### src/rtl/core/spr_pkg.sv
`timescale 1ns / 1ps
`default_nettype none
// ----------------------------------------------------------------------------
// spr_pkg
// Shared types and constants of the slab page rebalance policy.
// ----------------------------------------------------------------------------
package spr_pkg;

    localparam int CLS_FIELD_W = 6;
    localparam int OUT_CLS_W   = 7;
    localparam logic [OUT_CLS_W-1:0] CLS_NONE = 7'h7F;

    localparam logic [5:0]  WLEN_RESET  = 6'd30;
    localparam logic [14:0] RATIO_RESET = 15'd3277;

    localparam logic CFG_WINDOW_LENGTH = 1'b0;
    localparam logic CFG_AGE_RATIO     = 1'b1;

    typedef struct packed {
        logic                   last;
        logic [CLS_FIELD_W-1:0] cls;
        logic                   store;
        logic [20:0]            cpp;
        logic [31:0]            free;
        logic [31:0]            pages;
        logic [31:0]            age;
        logic [63:0]            oom;
        logic [63:0]            evicted;
    } t_item;

    typedef struct packed {
        logic [63:0] evicted;
        logic [63:0] oom;
        logic [31:0] pages;
    } t_prev;

    typedef struct packed {
        logic [63:0] ed;
        logic        chg;
        logic [31:0] age;
        logic        big_pages;
        logic        reclaim;
    } t_run;

    typedef struct packed {
        logic [31:0] age;
        logic        dirty;
        logic [16:0] share;
        logic        seen;
    } t_slot;

    typedef struct packed {
        logic        start;
        logic [63:0] rem_init;
        logic [63:0] dividend;
        logic [63:0] divisor;
        logic [6:0]  steps;
    } t_div_req;

    typedef struct packed {
        logic        done;
        logic [63:0] quo;
        logic [63:0] rem;
    } t_div_rsp;

endpackage
`default_nettype wire

### src/rtl/core/spr_front.sv
`timescale 1ns / 1ps
`default_nettype none
// ----------------------------------------------------------------------------
// spr_front
// Accept stats words, number them by class and mark which are stored.
// ----------------------------------------------------------------------------
module spr_front #(
    parameter int NUM_CLASSES = 64
) (
    input  wire logic           i_clk,
    input  wire logic           i_rst_n,
    input  wire logic           i_s_tvalid,
    output      logic           o_s_tready,
    input  wire logic [247:0]   i_s_tdata,
    input  wire logic           i_s_tlast,
    input  wire logic           i_q_full,
    input  wire logic           i_clearing,
    output      logic           o_push,
    output      spr_pkg::t_item o_item
);
    import spr_pkg::*;
    localparam int CLS_W = $clog2(NUM_CLASSES);

    logic [CLS_W-1:0] r_pos;
    logic             store;

    assign o_s_tready = !i_q_full && !i_clearing;
    assign o_push     = i_s_tvalid && o_s_tready;
    assign store      = r_pos != CLS_W'(NUM_CLASSES - 1);

    always_comb begin
        o_item.evicted = i_s_tdata[63:0];
        o_item.oom     = i_s_tdata[127:64];
        o_item.age     = i_s_tdata[159:128];
        o_item.pages   = i_s_tdata[191:160];
        o_item.free    = i_s_tdata[223:192];
        o_item.cpp     = i_s_tdata[244:224];
        o_item.store   = store;
        o_item.cls     = CLS_FIELD_W'(r_pos + CLS_W'(1));
        o_item.last    = i_s_tlast;
    end

    always_ff @(posedge i_clk) begin
        if (!i_rst_n) begin
            r_pos <= '0;
        end else if (o_push) begin
            if (i_s_tlast) begin
                r_pos <= '0;
            end else if (store) begin
                r_pos <= r_pos + CLS_W'(1);
            end
        end
    end
endmodule
`default_nettype wire

### config.mk
export PLATFORM = sky130hd
export DESIGN_NAME = spr_front
export DESIGN_NICKNAME = d
export VERILOG_FILES = /design/src/rtl/core/spr_pkg.sv /design/src/rtl/core/spr_front.sv
export SDC_FILE = /design/constraint.sdc
export NUM_CORES = 1
export LEC_CHECK = 0
export ABC_AREA = 1
export BUFFER_PORTS_ARGS = -buffer_cell sky130_fd_sc_hd__clkbuf_2
export CAP_MARGIN = 10
export CORE_AREA = 5 5 195 197
export DETAILED_ROUTE_END_ITERATION = 8
export DIE_AREA = 0 0 200 202
export PLACE_DENSITY = 0.35
export SLEW_MARGIN = 15
export SYNTH_ARGS = -nofsm -noshare
export SYNTH_HDL_FRONTEND = slang
export SYNTH_SLANG_ARGS = --single-unit
### constraint.sdc
create_clock -name i_clk -period 3.4 [get_ports i_clk]
set_input_delay 0.51 -clock i_clk [delete_from_list [all_inputs] [get_ports i_clk]]
set_output_delay 0.51 -clock i_clk [all_outputs]
set_load 0.005 [all_outputs]
==> qor.txt <==
Area contributors post-synth -> buf_4 83%, dfxtp_1 5.4%, nand2_1 2.9%
GR Util met2 -> 0.03946
Grt met3 use -> 0.03884
Max-Cap Viols -> 0
GR Layer Usage met1 -> 0.01416
WL final -> 7661 um
Share of post-route cells with drive strength above 1 -> 0.3378
Antenna violations before repair -> 0
Most frequent cells in the layout -> 17 x nand2_1, 15 x clkbuf_2, 12 x inv_1
Max FO, Critical Path -> 3
Skew final -> 0.001951 ns
Post-route ant nets -> 0
Postcts setup bufs -> 0
Yosys warning total -> 0
Synth area leader -> buf_4
Critical Path Source -> r_pos[0]
Area delta synth->final -> -50.03%
Netlist Area Pre-Place -> 2236 sq um
Synthesized net count -> 558
Overflow after GRT -> 0
VDD IR max -> 0.1360 mV
Placed Cells -> 539
Commonest non-fill, non-tap cell in the layout -> nand2_1
Detailed Place HPWL -> 6507 um
CTS root buf -> clkbuf_16
Relative slew slack -> 0.8510
Leak -> 0.2751 nW
Clk sinks -> 6
Area after DPL -> 1042 sq um
Worst-Margin Slew -> 0.2228 ns
1st-pass router iterations -> 3
Min-Delay Startpoint -> r_pos[1]
CP Capture Type -> output port
Slowest cell on the critical path -> dfxtp_1
FF+latch count, synth -> 6
Distinct cells, synth -> 17
N_diodes -> 0
Cts bufs inserted -> 3
Hold Fails Final Rpt -> 0
Vias in the first global route -> 872
Tot GR Track Use -> 0.03606
Setup TNS -> 0 ns
Max Slew Vio Count -> 0
Worst EP required -> 2.89 ns
Max reg flops -> 6
Vias -> 806
TritonCTS clock tree -> built
Non-Filler Instances -> 542
F_max -> 0.5417 GHz
Vias per cell -> 1.487
Per-cell routed wire length -> 14.13 um
# setup viols final -> 0
RSZ-0062 raised after global routing -> false
Gp weighted congestion -> 0.5837
R2R Path Start -> r_pos[0]
Synth top area share -> 0.8293
Register area share after synthesis -> 0.05372
Top-Level Pins -> 509
CP Launch Type -> flip-flop
# port buffers -> 15
Die area -> 40,400 sq um
Clk Latency, worst-skew pair -> 0.23 ns
Final std cell area, no fill -> 1117 sq um
# DRC -> 0
Critical path class -> reg2out
H-tree depth -> 1
Hold Crit Class -> reg2reg
Max Root-Sink Buffers -> 2
Top Registers -> r_pos x6
CTS clk-pin slew, worst paths -> 0.03 ns
First-pass GRT wire length -> 8894 um
Die Y -> 202 um
Busiest grt layer -> met4
Starting Density -> 0.06196
Std cell rows -> 70
Final #Nets -> 331
Largest reg by FF count -> r_pos
Die Span X -> 200 um
Synth Area per Inst -> 7.379 sq um
Iter 0 DRT Violations -> 21
Min Tclk post-route -> 1.846 ns
Resized cells post-CTS -> 0
Critical Path, Cell by Cell -> ha_1 -> nand2_2 -> nor2_4 -> xor2_2 -> clkbuf_2
Largest net degree at the start of global routing -> 7
CTS Hold Bufs -> 0
Critical Path AT -> 1.34 ns
Status -> finished clean
Mapped Cells -> 303
CP max stage delay -> 0.34 ns
Reg2reg setup slack -> 2.12 ns
Core area -> 36,080 sq um
Crit share post-route -> 0.5430
Cell Pwr Density -> 247.2 nW/um^2
-- cell families after synthesis --
logic type | share of synthesized area
adder cells (fa/ha/maj) | 0.005595
AO/OA/AOI/OAI | 0.01567
flip-flops | 0.05372
AND/OR/NAND/NOR | 0.05876
XOR/XNOR | 0.01511
buffers and inverters | 0.8511
-- path summary, 6_finish.rpt --
kind | endpoint | cells after the start
max | o_item[250] | 5
min | r_pos[1] | 2
max reg2reg | r_pos[2] | 8
min reg2reg | r_pos[1] | 2
-- cell type report --
type | instances | area (sq um)
Inverter | 13 | 48.80
Tap cell | 468 | 585.6
Sequential cell | 6 | 120.1
Timing Repair Buffer | 15 | 75.07
Fill cell | 4333 | 34970
Multi-Input combinational cell | 37 | 212.7
Clock buffer | 3 | 75.07
-- stage by stage --
stage / utilization / power (mW) / setup slack [ns] / hold WS, ns
6_report: 0.03096 / 0.2762 / 1.554 / 0.4878
4_1_cts: 0.03096 / 0.2816 / 1.484 / 0.4850
2_1_floorplan: - / 0.3146 / 1.971 / 0.4568
3_3_place_gp: 0.02888 / 0.09009 / 1.730 / 0.4741
5_1_grt: 0.03096 / 0.2875 / 1.375 / 0.5031
3_5_place_dp: 0.02888 / 0.08982 / 1.733 / 0.4784
-- power breakdown --
| group | switching (mW) | internal, mW |
|---|---|---|
| logic | 0.0102 | 0.00604 |
| clock network | 0.0375 | 0.151 |
| registers | 0.000350 | 0.0713 |
| total | 0.0480 | 0.228 |
-- worst max-delay path: cells and delay by family, from the launching register on --
kind,cells,cell delay [ns]
flip-flops,1,0.34
AND/OR/NAND/NOR,2,0.22
adder cells (fa/ha/maj),1,0.20
XOR/XNOR,1,0.20
buffers and inverters,1,0.15
-- synth_stat cells --
cell type / count
xnor2_1: 1
a21oi_1: 5
buf_4: 247
nor2_1: 2
nand2_2: 1
inv_1: 12
inv_2: 1
nand3_1: 2
nand3_2: 1
nand2_4: 1
xor2_2: 1
o21ai_0: 2
nand2_1: 17
dfxtp_1: 6
nor2_4: 2
xor2_1: 1
ha_1: 1
-- layer usage --
metal,share of wire,wire length [um]
met3,0.26,2011
met2,0.35,2686
met5,0,0
met1,0.14,1043
met4,0.25,1921
Power figures use the tool's default switching activity.
