File: config.mk
export PLATFORM = sky130hd
export DESIGN_NAME = spr_div
export DESIGN_NICKNAME = d
export VERILOG_FILES = /design/src/rtl/core/spr_pkg.sv /design/src/rtl/core/spr_div.sv
export SDC_FILE = /design/constraint.sdc
export NUM_CORES = 1
export LEC_CHECK = 0
export BUFFER_PORTS_ARGS = -buffer_cell sky130_fd_sc_hd__buf_2
export CORE_ASPECT_RATIO = 0.9
export CORE_UTILIZATION = 57
export CTS_BUF_LIST = sky130_fd_sc_hd__clkbuf_4
export DETAILED_ROUTE_END_ITERATION = 7
export GPL_TIMING_DRIVEN = 1
export PLACE_DENSITY = 0.93
export SYNTH_ARGS = -nofsm -noshare
export SYNTH_HDL_FRONTEND = slang
export SYNTH_SLANG_ARGS = --single-unit
File: constraint.sdc
create_clock -name i_clk -period 4.4 [get_ports i_clk]
set_input_delay 0 -clock i_clk [delete_from_list [all_inputs] [get_ports i_clk]]
set_output_delay 0 -clock i_clk [all_outputs]
set_load 0.005 [all_outputs]
File: src/rtl/core/spr_pkg.sv
`timescale 1ns / 1ps
`default_nettype none
// ----------------------------------------------------------------------------
// spr_pkg
// Shared types and constants of the slab page rebalance policy.
// ----------------------------------------------------------------------------
package spr_pkg;

    localparam int CLS_FIELD_W = 6;
    localparam int OUT_CLS_W   = 7;
    localparam logic [OUT_CLS_W-1:0] CLS_NONE = 7'h7F;

    localparam logic [5:0]  WLEN_RESET  = 6'd30;
    localparam logic [14:0] RATIO_RESET = 15'd3277;

    localparam logic CFG_WINDOW_LENGTH = 1'b0;
    localparam logic CFG_AGE_RATIO     = 1'b1;

    typedef struct packed {
        logic                   last;
        logic [CLS_FIELD_W-1:0] cls;
        logic                   store;
        logic [20:0]            cpp;
        logic [31:0]            free;
        logic [31:0]            pages;
        logic [31:0]            age;
        logic [63:0]            oom;
        logic [63:0]            evicted;
    } t_item;

    typedef struct packed {
        logic [63:0] evicted;
        logic [63:0] oom;
        logic [31:0] pages;
    } t_prev;

    typedef struct packed {
        logic [63:0] ed;
        logic        chg;
        logic [31:0] age;
        logic        big_pages;
        logic        reclaim;
    } t_run;

    typedef struct packed {
        logic [31:0] age;
        logic        dirty;
        logic [16:0] share;
        logic        seen;
    } t_slot;

    typedef struct packed {
        logic        start;
        logic [63:0] rem_init;
        logic [63:0] dividend;
        logic [63:0] divisor;
        logic [6:0]  steps;
    } t_div_req;

    typedef struct packed {
        logic        done;
        logic [63:0] quo;
        logic [63:0] rem;
    } t_div_rsp;

endpackage
`default_nettype wire

File: src/rtl/core/spr_div.sv
`timescale 1ns / 1ps
`default_nettype none
// ----------------------------------------------------------------------------
// spr_div
// Shared restoring divider, one quotient bit per cycle.
// ----------------------------------------------------------------------------
module spr_div (
    input  wire logic              i_clk,
    input  wire logic              i_rst_n,
    input  wire spr_pkg::t_div_req i_req,
    output      spr_pkg::t_div_rsp o_rsp
);
    import spr_pkg::*;

    logic        r_busy, r_done;
    logic [63:0] r_rem, r_dvd, r_div, r_quo;
    logic [6:0]  r_cnt;
    logic [64:0] t;
    logic [64:0] diff;
    logic        ge;

    assign t    = {r_rem, r_dvd[63]};
    assign diff = t - {1'b0, r_div};
    assign ge   = t >= {1'b0, r_div};

    assign o_rsp.done = r_done;
    assign o_rsp.quo  = r_quo;
    assign o_rsp.rem  = r_rem;

    always_ff @(posedge i_clk) begin
        if (i_req.start) begin
            r_rem <= i_req.rem_init;
            r_dvd <= i_req.dividend;
            r_div <= i_req.divisor;
            r_quo <= '0;
            r_cnt <= i_req.steps;
        end else if (r_busy) begin
            r_rem <= ge ? diff[63:0] : t[63:0];
            r_dvd <= {r_dvd[62:0], 1'b0};
            r_quo <= {r_quo[62:0], ge};
            r_cnt <= r_cnt - 7'd1;
        end
        if (!i_rst_n) begin
            r_busy <= 1'b0;
            r_done <= 1'b0;
        end else begin
            r_done <= r_busy && r_cnt == 7'd1;
            if (i_req.start) begin
                r_busy <= 1'b1;
            end else if (r_busy && r_cnt == 7'd1) begin
                r_busy <= 1'b0;
            end
        end
    end
endmodule
`default_nettype wire

==> impl_metrics.tcl <==
set metrics [dict create \
    status "finished, final reports clean" \
    ff2ff_path_depth 12 \
    grt_busiest_layer "met2" \
    postCtsSetupBuffers 0 \
    finalPower_mw 10.1 \
    met1_usage 0.449 \
    grtUsageTotal 0.393 \
    fmax_mhz 251 \
    slowest_stage "ha_1" \
    finalHoldViolCount 0 \
    hp-class "primary input to flip-flop" \
    clk_path_buf_depth 3 \
    hpwl_um 30700 \
    critPathBufInv 2 \
    r2r_start "r_rem[27]$_DFFE_PP_" \
    r2r_end "r_rem[61]$_DFFE_PP_" \
    syn_to_final_growth_pct 34.7 \
    synth_area_mm2 0.0150 \
    mappedNetlistNets 1655 \
    slowest_delay_ps 490 \
    finalSetupViolCount 0 \
    min_path_cells 2 \
    p_leak_nw 8.75 \
    core_mm2 0.0255 \
    synthFlopType "edfxtp_1" \
    via_per_inst 6.08 \
    setup_slack_ps 413 \
    ant_nets 0 \
    grt_util_met2 0.674 \
    period_minus_slack_ps 3990 \
    fp.dieW_um 173 \
    routedWlPerCell_um 22.5 \
    antenna_found_initial 2 \
    io_buffers 330 \
    synth_edf_count 199 \
    peakVddDrop_mv 0.307 \
    critPathMaxFanout 11 \
    dp_worst_setup_slack_ps 431 \
    grt_pass1_vias 14853 \
    grt_max_degree 98 \
    globalplace.congestion 0.960 \
    regToRegSetupSlack_ps 410 \
    cts_tree "built" \
    drive_above_1_share 0.295 \
    die-area_mm2 0.0270 \
    nNetsFinal 2252 \
    cp_top_family "simple AND/OR/NAND/NOR gates" \
    synth.yosys.seq_area_share 0.486 \
    clock_sinks 265 \
    clk_root_buffer_cell "clkbuf_4" \
    start_util 0.589 \
    worstMarginPinSlew_ps 1080 \
    drv_slew 0 \
    maxSlewHeadroom 0.278 \
    h-tree-depth 3 \
    power_density_mw_per_mm2 498 \
    insertion_delay_ps 770 \
    yosysWarningCount 0 \
    worstSetupPathType "flip-flop to flip-flop" \
    path_cells "ha_1 > nand4_4 > or3_1 > or2_0 > o32a_1 > o2111a_2 > nor4_4 > buf_4 > nor2_2 > buf_4 > or4_1 > and4_1" \
    vias 14428 \
    die_y_um 156 \
    fin_crit_sh 0.906 \
    async_reset_ff_frac 0 \
    synthCells 1386 \
    drt_iter0_markers 1609 \
    drc_errors 0 \
    grt_setup_unrepaired "false" \
    first_pass_iters 8 \
    cp_data_required_time_ps 4850 \
    clk_pin_slew_ps 70 \
    path_common_cell "buf_4" \
    setup.worst_path.end_class "flip-flop" \
    hp-start "i_req[7]" \
    timing.setup.tns_ps 0 \
    wirelength_um 53400 \
    grt_pass1_wl_um 82200 \
    hold_end "r_div[0]$_DFFE_PP_" \
    gr-total-overflow 0 \
    cp.arrival_ps 4430 \
    io_pins 331 \
    yosysUniqueCellTypes 70 \
    std_cell_rows 55 \
    grtUsageMet3 0.0975 \
    cp-start-kind "flip-flop" \
    numCtsBuffers 70 \
    skew_ps 115 \
    drv_cap 0 \
    syn_avg_cell_area_um2 10.8 \
    synth-seq-cells 265 \
]
[layout make-up]
cell class	count	area (µm²)
clock inverters	21	118
well taps	342	428
multi-input cells	967	7050
clock buffers	96	721
diodes	2	5.00
fillers	1409	5250
flip-flops and latches	265	7300
inverters	84	315
repair buffers	595	4280
[routing by layer]
layer | routed length, µm | vias to the layer above
met1 | 19200 | 6770
met2 | 26000 | 1047
li1 | - | 6326
met3 | 5070 | 285
met4 | 3180 | 0
met5 | 0 | -
[worst max-delay path by stage]
stage                     cells past startpoint  slack (ps)                 from             endpoint
after floorplan                              13         690  r_rem[28]$_DFFE_PP_  r_rem[10]$_DFFE_PP_
after global placement                       11         620  r_rem[27]$_DFFE_PP_  r_rem[51]$_DFFE_PP_
after detailed placement                     12         430  r_rem[28]$_DFFE_PP_  r_rem[61]$_DFFE_PP_
after CTS                                    11         420  r_rem[27]$_DFFE_PP_  r_rem[30]$_DFFE_PP_
after global routing                         12         250  r_rem[27]$_DFFE_PP_  r_rem[61]$_DFFE_PP_
final                                        12         410  r_rem[27]$_DFFE_PP_  r_rem[61]$_DFFE_PP_
[registers in the layout, indices dropped and copies added (netlist names)]
name / count
r_rem: 64
r_busy: 1
r_done: 1
r_div: 64
r_dvd: 64
r_cnt: 7
r_quo: 64
[worst register-to-register path, cell delays in order, from the launching register on]
cell,delay (ps)
edfxtp_1,430
ha_1,490
nand4_4,140
or3_1,440
or2_0,270
o32a_1,360
o2111a_2,210
nor4_4,260
buf_4,240
nor2_2,50
buf_4,170
or4_1,480
and4_1,190
[synthesized netlist by cell type (4+ instances only)]
master    count  share of area
nor3_1       20         0.0067
clkbuf_1     42          0.011
o31ai_1       7         0.0035
buf_4         5         0.0025
inv_1        84          0.021
nor2_1      123          0.031
and2_1        4         0.0017
mux2_2      130          0.098
nand3_1      15         0.0050
nand2_1      82          0.021
nand4_1      23         0.0096
or3_1        11         0.0046
xor2_1       16         0.0093
ha_1         66          0.055
nor4_1        4         0.0017
edfxtp_1    199           0.40
buf_1        11         0.0028
dfxtp_1      66          0.088
buf_6         5         0.0038
o21ai_0      64          0.021
mux2i_1      66          0.044
nor2b_1      13         0.0054
a31oi_1       5         0.0021
xnor2_1      36          0.021
a221o_1      14         0.0093
o21bai_1     17         0.0085
a21oi_1     106          0.035
nor3b_1      13         0.0065
buf_2         5         0.0017
a21o_1       27          0.014
nand2b_1     11         0.0046
and3_1        9         0.0038
a21boi_0      5         0.0025
o211ai_1      8         0.0040
o21a_1       13         0.0065
a211oi_1     10         0.0050
[stage by stage]
step           std cells  hold WS [ps]  cell area (µm²)  utilization
3_5_place_dp        2007           178            16900        0.664
3_3_place_gp        2007           178            16900        0.664
6_report            2372          3.71            20200        0.794
5_1_grt             2372          2.31            20200        0.794
4_1_cts             2370          1.02            20200        0.794
2_1_floorplan       1386          98.9            15000            -
[cells by family (layout without fill, tap and decap cells)]
family,count (synthesis),after routing,synth area share
flops,265,265,0.486
other cells,0,2,0
mux,196,196,0.142
compound gates,302,302,0.127
xor+xnor,52,52,0.0303
fa+ha+maj,67,67,0.0564
simple gates,350,350,0.114
buf+inv,154,796,0.0445
[placed cells by master (no fill, tap or decap), drive strengths merged, types with 13 or more instances in the layout]
master | synthesis | layout
a21o | 27 | 27
a21oi | 106 | 106
a221o | 14 | 14
buf | 28 | 349
clkbuf | 42 | 96
clkinv | 0 | 15
dfxtp | 66 | 66
dlygate4sd3 | 0 | 246
edfxtp | 199 | 199
ha | 66 | 66
inv | 84 | 89
mux2 | 130 | 130
mux2i | 66 | 66
nand2 | 82 | 82
nand3 | 15 | 15
nand4 | 24 | 24
nor2 | 123 | 123
nor2b | 13 | 13
nor3 | 20 | 20
nor3b | 13 | 13
o21a | 13 | 13
o21ai | 67 | 67
o21bai | 17 | 17
xnor2 | 36 | 36
xor2 | 16 | 16
[power breakdown]
group | switching [mW] | total [mW] | internal [mW]
Clock | 1.23 | 2.26 | 1.03
Combinational | 2.47 | 4.41 | 1.94
Sequential | 0.271 | 3.41 | 3.14
Total | 3.97 | 10.1 | 6.10
[repair_timing]
item                      4_1_cts  5_1_grt
hold endpoints to repair      235        0
hold buffers                  246        0
gates resized for setup         0        0
Power figures use the tool's default switching activity.
