$ cat src/rtl/core/spr_fifo.sv
`timescale 1ns / 1ps
`default_nettype none
// ----------------------------------------------------------------------------
// spr_fifo
// Two-entry queue between the front and the back.
// ----------------------------------------------------------------------------
module spr_fifo #(
    parameter int WIDTH = 8
) (
    input  wire logic             i_clk,
    input  wire logic             i_rst_n,
    input  wire logic             i_push,
    input  wire logic [WIDTH-1:0] i_data,
    input  wire logic             i_pop,
    output      logic             o_valid,
    output      logic             o_full,
    output      logic [WIDTH-1:0] o_data
);
    logic [WIDTH-1:0] r_mem [2];
    logic             r_wp, r_rp;
    logic [1:0]       r_cnt;

    assign o_valid = r_cnt != 2'd0;
    assign o_full  = r_cnt == 2'd2;
    assign o_data  = r_mem[r_rp];

    always_ff @(posedge i_clk) begin
        if (i_push) begin
            r_mem[r_wp] <= i_data;
        end
        if (!i_rst_n) begin
            r_wp  <= 1'b0;
            r_rp  <= 1'b0;
            r_cnt <= 2'd0;
        end else begin
            if (i_push) r_wp <= ~r_wp;
            if (i_pop)  r_rp <= ~r_rp;
            r_cnt <= r_cnt + 2'(i_push) - 2'(i_pop);
        end
    end
endmodule
`default_nettype wire

$ cat config.mk
export PLATFORM = sky130hd
export DESIGN_NAME = spr_fifo
export DESIGN_NICKNAME = d
export VERILOG_FILES = /design/src/rtl/core/spr_fifo.sv
export SDC_FILE = /design/constraint.sdc
export NUM_CORES = 1
export LEC_CHECK = 0
export ABC_AREA = 1
export BUFFER_PORTS_ARGS = -buffer_cell sky130_fd_sc_hd__buf_2
export CELL_PAD_IN_SITES_DETAIL_PLACEMENT = 1
export CELL_PAD_IN_SITES_GLOBAL_PLACEMENT = 1
export CORE_MARGIN = 1
export CORE_UTILIZATION = 43
export CTS_CLUSTER_SIZE = 14
export DETAILED_ROUTE_END_ITERATION = 7
export PLACE_DENSITY_LB_ADDON = 0.1
export SYNTH_ARGS = -nofsm -noshare
export SYNTH_HDL_FRONTEND = slang
export SYNTH_SLANG_ARGS = --single-unit
$ cat constraint.sdc
create_clock -name i_clk -period 2.95 [get_ports i_clk]
set_clock_uncertainty 0.2 [all_clocks]
set_input_delay 0.4425 -clock i_clk [delete_from_list [all_inputs] [get_ports i_clk]]
set_output_delay 0.4425 -clock i_clk [all_outputs]
set_load 0.1 [all_outputs]
==> results of run 1 <==
-- power groups by stage --
stage,sequential [mW],clock [mW],combinational [mW]
after detailed placement,0.357,0,0.189
after floorplan,0.350,0,0.165
final,0.349,0.132,0.188
after CTS,0.350,0.137,0.189
after global routing,0.351,0.145,0.200
after global placement,0.355,0,0.186
-- worst max-delay path by stage --
| stage | from | to | cells past startpoint |
|---|---|---|---|
| 2_1_floorplan | r_cnt[1] | o_full | 2 |
| 3_3_place_gp | flip-flop | o_data[5] | 2 |
| 3_5_place_dp | flip-flop | o_data[7] | 2 |
| 4_1_cts | flip-flop | o_data[5] | 2 |
| 5_1_grt | flip-flop | o_data[1] | 2 |
| 6_report | flip-flop | o_data[7] | 2 |
-- area by class of cell --
cell class	instances	share of cell area
multi-input cells	29	0.222
flip-flops and latches	21	0.587
well taps	25	0.0316
clock buffers	4	0.0266
inverters	7	0.0266
repair buffers	21	0.106
-- kinds of logic after synthesis --
logic type	Yosys count
and+or+nand+nor	18
DFF	21
AOI/OAI and AO/OA	1
adders and majority gates	2
buffers and inverters	8
muxes	8
-- cells in the final DEF, fill, tap and decap left out --
master,instances
nor2_1,8
ha_1,2
clkbuf_1,1
a21oi_1,1
edfxtp_1,16
buf_2,21
dfxtp_1,5
clkbuf_4,3
mux2_4,8
nand2_1,9
inv_1,7
nand3_1,1
-- through the flow --
| stage | hold WS (ns) | power [mW] | util | cell area [um2] | std cells |
|---|---|---|---|---|---|
| after global placement | 0.276 | 0.541 | 0.540 | 962 | 103 |
| after floorplan | 0.263 | 0.515 | - | 837 | 58 |
| after global routing | 0.120 | 0.696 | 0.554 | 988 | 107 |
| after detailed placement | 0.305 | 0.546 | 0.540 | 962 | 103 |
| final | 0.125 | 0.669 | 0.554 | 988 | 107 |
| after CTS | 0.120 | 0.676 | 0.554 | 988 | 107 |
-- sequential cells by signal (all words and copies together) (netlist names), named ones only --
| signal | count |
|---|---|
| r_cnt | 2 |
| r_wp | 1 |
| r_rp | 1 |
| r_mem | 16 |
-- layer usage --
layer | GRT usage | routed length, um | share of wire
met5 | 0 | 0 | 0
met1 | 0.171 | 583 | 0.46
met4 | 0.0882 | 25 | 0.020
met2 | 0.239 | 607 | 0.48
met3 | 0.0235 | 53 | 0.042
-- critical path: stages, from the launching register on --
cell	delay, ns
dfxtp_1	0.66
mux2_4	0.25
buf_2	0.42
==> impl_metrics.json, run 1 <==
{
  "r2r-end": "r_cnt[1]",
  "crit_path_end_kind": "primary output",
  "cp-start-kind": "flip-flop",
  "wire_per_inst_um": 11.9,
  "muxShareOfSynthArea": 0.143,
  "p_clk_frac": 0.197,
  "slew_violations": 0,
  "dpl_worst_slack_ns": 1.00,
  "p_sw_mw": 0.236,
  "rr_worst_depth": 8,
  "drc": 0,
  "grt_pass1_vias": 516,
  "netlist_top_cells_count": "edfxtp_1, nand2_1, mux2_4, nor2_1, inv_1",
  "hold_start": "i_data[5]",
  "grtUsageTotal": 0.143,
  "cts_inserted_buffers": 3,
  "synthFlopType": "edfxtp_1",
  "clkLatencyLatePin_ns": 0.30,
  "critPathRequiredTime_ns": 2.31,
  "seqCellArea_um2": 581,
  "synth.avg_cell_area_um2": 14.4,
  "relSlewSlack": 0.522,
  "root_buffer": "clkbuf_4",
  "synth_compound_area_frac": 0.00598,
  "swShare": 0.353,
  "syn_to_final_growth_pct": 18.1,
  "async_flop_share": 0,
  "worst_slew_pin_slew_ns": 0.715,
  "synth-adder-area-share": 0.0299,
  "cts_resized": 0,
  "postCtsSetupRepairBufs": 0,
  "dr.pass1.iters": 4,
  "synthCells": 58,
  "num_vias": 493,
  "cts.sinks": 21,
  "synth-simple-area-share": 0.0822,
  "drt_iter0_drc": 10,
  "nets": 97,
  "drv_cap": 0,
  "fin_crit_ns": 2.27,
  "grt_pass1_wl_um": 2040,
  "peakVddDrop_v": 0.000271,
  "avgViaCountPerCell": 4.61,
  "whs_path_depth": 1,
  "synth-seq-area-share": 0.694,
  "layout-drive-gt1-share": 0.390,
  "synth-edff-count": 16,
  "cts_max_path_buffers": 2,
  "grt_max_degree": 12,
  "ys_ff_latch": 21,
  "hold_path.class": "in -> reg",
  "postRouteAntennaNets": 0,
  "fp.dieH_um": 46.1,
  "rsz0062_at_grt": "false",
  "antenna_found_initial": 0,
  "power_density_mw_per_mm2": 677,
  "r2r_setup_slack_ns": 1.43,
  "yosys.area.top_type_share": 0.574,
  "fp.dieW_um": 46.1,
  "synth.distinct_cells": 10,
  "status": "finished, final reports clean",
  "port_buffers": 21,
  "dieArea_mm2": 0.00213,
  "p_leak_nw": 0.448,
  "cp_max_fo": 8,
  "htreeDepth": 1,
  "fin_tns_setup_ns": 0,
  "synth_top_family_by_area": "multiplexers",
  "rr_startpoint": "r_cnt[0]",
  "yosysMostFrequentCell": "edfxtp_1",
  "core_area_mm2": 0.00178,
  "seqPwrFrac": 0.522,
  "wirelength_um": 1270,
  "yosysTopAreaCell": "edfxtp_1",
  "hold_path_end": "r_mem[0][5]",
  "dpl.hpwl_um": 979,
  "fmaxAchievable_mhz": 441,
  "gp_congestion": 0.652,
  "synthXorXnorAreaFrac": 0,
  "cts_hold_buf": 0,
  "finalSetupViolCount": 0,
  "netlist_area_um2": 837,
  "multiInputGateArea_um2": 219,
  "clk_pin_slew_worst_paths_ns": 0.11,
  "path_class": "reg -> out",
  "fillers": 198,
  "post-route-period-util": 0.769,
  "n_antenna_cell": 0,
  "yosys_warnings": 0,
  "layout_setup_ws_ns": 0.683,
  "cts_tree": "yes",
  "yosys-top-cells-area": "edfxtp_1, mux2_4, dfxtp_1, nand2_1, nor2_1",
  "intPower_mw": 0.433,
  "num_io_pins": 22,
  "pwr-share-comb": 0.281,
  "start_util": 0.469,
  "rows": 15,
  "gr-total-overflow": 0,
  "synth_nets": 72,
  "cp.arrival_ns": 1.62,
  "hold_viol": 0
}
Power figures use the tool's default switching activity.
==> run 2: changes to the inputs <==
--- a/config.mk
+++ b/config.mk
@@ -10,7 +10,7 @@
 export CELL_PAD_IN_SITES_DETAIL_PLACEMENT = 1
 export CELL_PAD_IN_SITES_GLOBAL_PLACEMENT = 1
 export CORE_MARGIN = 1
-export CORE_UTILIZATION = 43
+export CORE_UTILIZATION = 36
 export CTS_CLUSTER_SIZE = 14
 export DETAILED_ROUTE_END_ITERATION = 7
 export PLACE_DENSITY_LB_ADDON = 0.1
==> constraint.sdc (replaced) <==
create_clock -name i_clk -period 1.9 [get_ports i_clk]
set_clock_uncertainty 0.2 [all_clocks]
set_input_delay 0.285 -clock i_clk [delete_from_list [all_inputs] [get_ports i_clk]]
set_output_delay 0.285 -clock i_clk [all_outputs]
set_load 0.1 [all_outputs]
==> run 2 against run 1 <==
Register-to-register slack worse by 1.0 ns. Die area up 19%. Critical path depth up 1. Flip-flop and latch count unchanged. Count of clock-buffer cells in the layout down 1. Hold slack worse by 0.11 ns. Sequential share of layout area down 11 points. Cell count up 13%. Utilization down 0.35 points. Largest cell class unchanged.
==> impl_metrics.json, run 2 (synthesis gave the netlist of run 1 again) <==
{
  "power_density_mw_per_mm2": 918,
  "crit_path_end_kind": "primary output",
  "fp.dieH_um": 50.2,
  "layout_common_cells": "edfxtp_1, buf_2, nand2_1",
  "port_buffers": 21,
  "rows": 17,
  "dieArea_mm2": 0.00252,
  "final_common_cell": "edfxtp_1",
  "fmaxAchievable_mhz": 560,
  "grt_pass1_wl_um": 2390,
  "cts_max_path_buffers": 2,
  "gr-total-overflow": 0,
  "postRouteAntennaNets": 0,
  "finalSetupViolCount": 0,
  "core_area_mm2": 0.00221,
  "wire_per_inst_um": 11.3,
  "cts.sinks": 21,
  "peakVddDrop_v": 0.000592,
  "fp.dieW_um": 50.2,
  "cts_tree": "yes",
  "antenna_found_initial": 0,
  "htreeDepth": 1,
  "avgViaCountPerCell": 4.29,
  "drv_cap": 0,
  "fin_crit_ns": 1.79,
  "cp.arrival_ns": 1.30,
  "cts_inserted_buffers": 3,
  "grt_max_degree": 13,
  "relSlewSlack": 0.679,
  "worst_slew_pin_slew_ns": 0.485,
  "layout_setup_ws_ns": 0.114,
  "largest_reg_flops": 16,
  "regMostFlops": "r_mem",
  "post-route-period-util": 0.940,
  "wirelength_um": 1370,
  "clkLatencyLatePin_ns": 0.30,
  "hold_path.class": "in -> reg",
  "num_vias": 519,
  "postCtsSetupRepairBufs": 0,
  "layout-drive-gt1-share": 0.398,
  "fin_tns_setup_ns": 0,
  "cp-start-kind": "flip-flop",
  "fillers": 238,
  "gp_congestion": 0.732,
  "critPathRequiredTime_ns": 1.41,
  "nets": 108,
  "dr.pass1.iters": 3,
  "p_leak_nw": 0.543,
  "reg_top3": "r_mem (16), r_cnt (2)",
  "grtUsageTotal": 0.132,
  "clk_pin_slew_worst_paths_ns": 0.12,
  "dpl_worst_slack_ns": 0.353,
  "n_antenna_cell": 0,
  "path_class": "reg -> out",
  "start_util": 0.378,
  "cp_max_fo": 4,
  "status": "finished, final reports clean",
  "syn_to_final_growth_pct": 45.6,
  "slew_violations": 0,
  "dpl.hpwl_um": 1030,
  "root_buffer": "clkbuf_4",
  "drc": 0,
  "num_io_pins": 22,
  "rsz0062_at_grt": "false",
  "drt_iter0_drc": 8,
  "hold_viol": 0,
  "grt_pass1_vias": 542
}
==> run 2: cell count changes in the layout (fill, tap and decap cells not counted), sizes merged <==
cell and delta:
clkinv +1, dlygate4sd3 +8, clkbuf -1, buf +3
==> run 2: where the power goes <==
part | switching (mW) | internal, mW
clock network | 0.128 | 0.0783
logic | 0.246 | 0.129
registers | 0.0109 | 0.526
total | 0.385 | 0.733
==> run 2: area by class of cell <==
type	count	area [um2]	share of cell area
sequential	21	581	0.476
timing repair buffer	32	328	0.269
multi-input combinational	29	221	0.182
tap	28	35.0	0.0287
inverter	7	26.3	0.0216
clock buffer	3	22.5	0.0185
clock inverter	1	5.00	0.00411
==> run 2: final timing paths <==
check             startpoint         to  slack [ns]  cells after the start
hold / removal       i_rst_n   r_cnt[0]        0.01                      3
hold reg to reg         r_wp       r_wp        0.31                      2
setup / recovery   flip-flop  o_data[5]        0.11                      3
setup reg to reg    r_cnt[0]   r_cnt[1]        0.39                      8
==> run 2: worst max-delay path: stages, from the launching register on <==
cell and delay [ns]:
dfxtp_1 0.35, buf_4 0.16, mux2_4 0.32, buf_12 0.17
==> run 2: per-stage QoR <==
| stage | power, mW | hold WS [ns] | cells | utilization | instance area [um2] |
|---|---|---|---|---|---|
| after floorplan | 0.802 | 0.178 | 58 | - | 840 |
| final | 1.12 | 0.0138 | 121 | 0.551 | 1220 |
| after global routing | 1.17 | 0.0205 | 121 | 0.551 | 1220 |
| after detailed placement | 0.914 | 0.278 | 109 | 0.502 | 1110 |
| after global placement | 0.907 | 0.273 | 109 | 0.502 | 1110 |
| after CTS | 1.14 | 0.0127 | 121 | 0.551 | 1220 |
==> run 2: timing repair <==
action,CTS,global route
endpoints found under the hold margin,16,0
hold buffers,8,0
gates resized for setup,0,0
==> run 2: per-layer routing <==
layer	track usage	wire length [um]	up-vias
met5	0	0	-
met4	0.0714	10	0
met3	0.0273	48	2
met2	0.216	703	12
met1	0.160	602	240
li1	-	-	265
==> run 3: changes to the inputs <==
--- a/config.mk
+++ b/config.mk
@@ -13,6 +13,7 @@
 export CORE_UTILIZATION = 36
 export CTS_CLUSTER_SIZE = 14
 export DETAILED_ROUTE_END_ITERATION = 7
+export GPL_TIMING_DRIVEN = 0
 export PLACE_DENSITY_LB_ADDON = 0.1
 export SYNTH_ARGS = -nofsm -noshare
 export SYNTH_HDL_FRONTEND = slang
==> run 3 against run 2 <==
Utilization is 5.1 points lower. Clock power is 3% lower. Wire length is 3.1% higher. First-iteration DRC count is 25% higher. Fmax is 2.2% lower. Non-clock buffer count is 2 lower. Total power is 4.9% lower. Die area stayed put. Largest cell class unchanged. Largest power group unchanged. Highest routed layer unchanged.
==> impl_metrics.json, run 3 (synthesis gave the netlist of run 1 again) <==
{
  "drt_iter0_drc": 10,
  "syn_to_final_growth_pct": 32.1,
  "hold_viol": 0,
  "num_io_pins": 22,
  "slew_violations": 0,
  "post-route-period-util": 0.961,
  "grtUsageTotal": 0.136,
  "grt.busiest_layer": "met2",
  "grt_max_degree": 12,
  "worst_slew_pin_slew_ns": 0.741,
  "hold_path.class": "in -> reg",
  "rsz0062_at_grt": "false",
  "dr.pass1.iters": 3,
  "grt_pass1_wl_um": 2350,
  "rr_startpoint": "r_cnt[0]",
  "finalSetupViolCount": 0,
  "power_density_mw_per_mm2": 961,
  "cp.arrival_ns": 1.34,
  "wire_per_inst_um": 11.8,
  "path_cells": "buf_6 -> mux2_4 -> buf_4",
  "final_common_cell": "edfxtp_1",
  "num_vias": 538,
  "peakVddDrop_v": 0.000461,
  "rows": 17,
  "dpl.hpwl_um": 1010,
  "whs_ns": 0.0314,
  "cts_max_path_buffers": 2,
  "drc": 0,
  "dieArea_mm2": 0.00252,
  "gr-total-overflow": 0,
  "place_area_um2": 980,
  "n_antenna_cell": 0,
  "fp.dieW_um": 50.2,
  "cp-start-kind": "flip-flop",
  "grt_pass1_vias": 547,
  "fmaxAchievable_mhz": 547,
  "postCtsSetupRepairBufs": 0,
  "clk_pin_slew_worst_paths_ns": 0.10,
  "postRouteAntennaNets": 0,
  "antenna_found_initial": 0,
  "port_buffers": 21,
  "critPathRequiredTime_ns": 1.41,
  "crit_path_end_kind": "primary output",
  "wirelength_um": 1410,
  "cp_max_fo": 8,
  "relSlewSlack": 0.504,
  "layout-drive-gt1-share": 0.374,
  "cts_inserted_buffers": 3,
  "critPathTopFamily": "buffers and inverters",
  "p_leak_nw": 0.494,
  "cts_tree": "yes",
  "hold_start": "i_rst_n",
  "root_buffer": "clkbuf_4",
  "crit_slowest_cell": "dfxtp_1",
  "fp.dieH_um": 50.2,
  "slowest_delay_ns": 0.34,
  "stdcell_area_mm2": 0.00111,
  "nets": 106,
  "cts.sinks": 21,
  "core_area_mm2": 0.00221,
  "regMostFlops": "r_mem",
  "avgViaCountPerCell": 4.52,
  "layout_common_cells": "edfxtp_1, buf_2, nand2_1",
  "path_class": "reg -> out",
  "start_util": 0.378,
  "fin_tns_setup_ns": 0,
  "use_met3": 0.0273,
  "status": "finished, final reports clean",
  "total_power_mw": 1.06,
  "largest_reg_flops": 16,
  "clkLatencyLatePin_ns": 0.29,
  "htreeDepth": 1,
  "drv_cap": 0,
  "crit_buf_inv": 2,
  "met1_usage": 0.146,
  "reg_top3": "r_mem (16), r_cnt (2)",
  "final_core_util": 0.500,
  "gp_congestion": 0.748,
  "use_met2": 0.233,
  "fin_crit_ns": 1.83
}
-- run 3: changes by cell type in the layout (fill, tap and decap cells not counted), sizes merged --
cell and delta:
buf -2, clkinv -1, clkbuf +1
-- run 3: path summary, 6_finish.rpt --
kind	endpoint	slack (ns)	depth (start not counted)
max	o_data[5]	0.07	3
min	r_cnt[0]	0.03	3
max reg2reg	r_cnt[1]	0.38	8
min reg2reg	r_rp	0.31	2
-- run 3: timing repair --
action                                 CTS  global route
resized for setup                        7             2
endpoints found under the hold margin   16             0
setup endpoints to repair                7             1
hold buffers                             8             0
gates cloned                             0             0
-- run 3: final cells by class --
cell class                 instances  area, um2
multi-input combinational         29        221
sequential                        21        581
buffer                             1       11.3
inverter                           7       26.3
clock buffer                       4       26.3
tap                               28       35.0
timing repair buffer              29        205
fill                             237       1110
-- run 3: tightest hold or removal path, delay by kind of cell --
family | cells | cell delay [ns]
and+or+nand+nor | 1 | 0.06
buffers and inverters | 2 | 0.16
-- run 3: power by group --
part / leakage [nW] / internal [mW] / switching (mW)
Clock: 0.0150 / 0.0817 / 0.119
Combinational: 0.287 / 0.0874 / 0.238
Sequential: 0.192 / 0.526 / 0.0107
-- run 3: metrics by stage --
stage	setup WS [ns]	cells
floorplan	0.267	58
global placement	0.298	107
detailed placement	0.280	107
CTS	0.000758	119
global route	0.0133	119
finish	0.0735	119
-- run 3: metal layers --
layer | vias to the layer above | wire [um]
li1 | 260 | -
met1 | 260 | 535
met3 | 4 | 45
met5 | - | 0
met2 | 14 | 794
met4 | 0 | 31
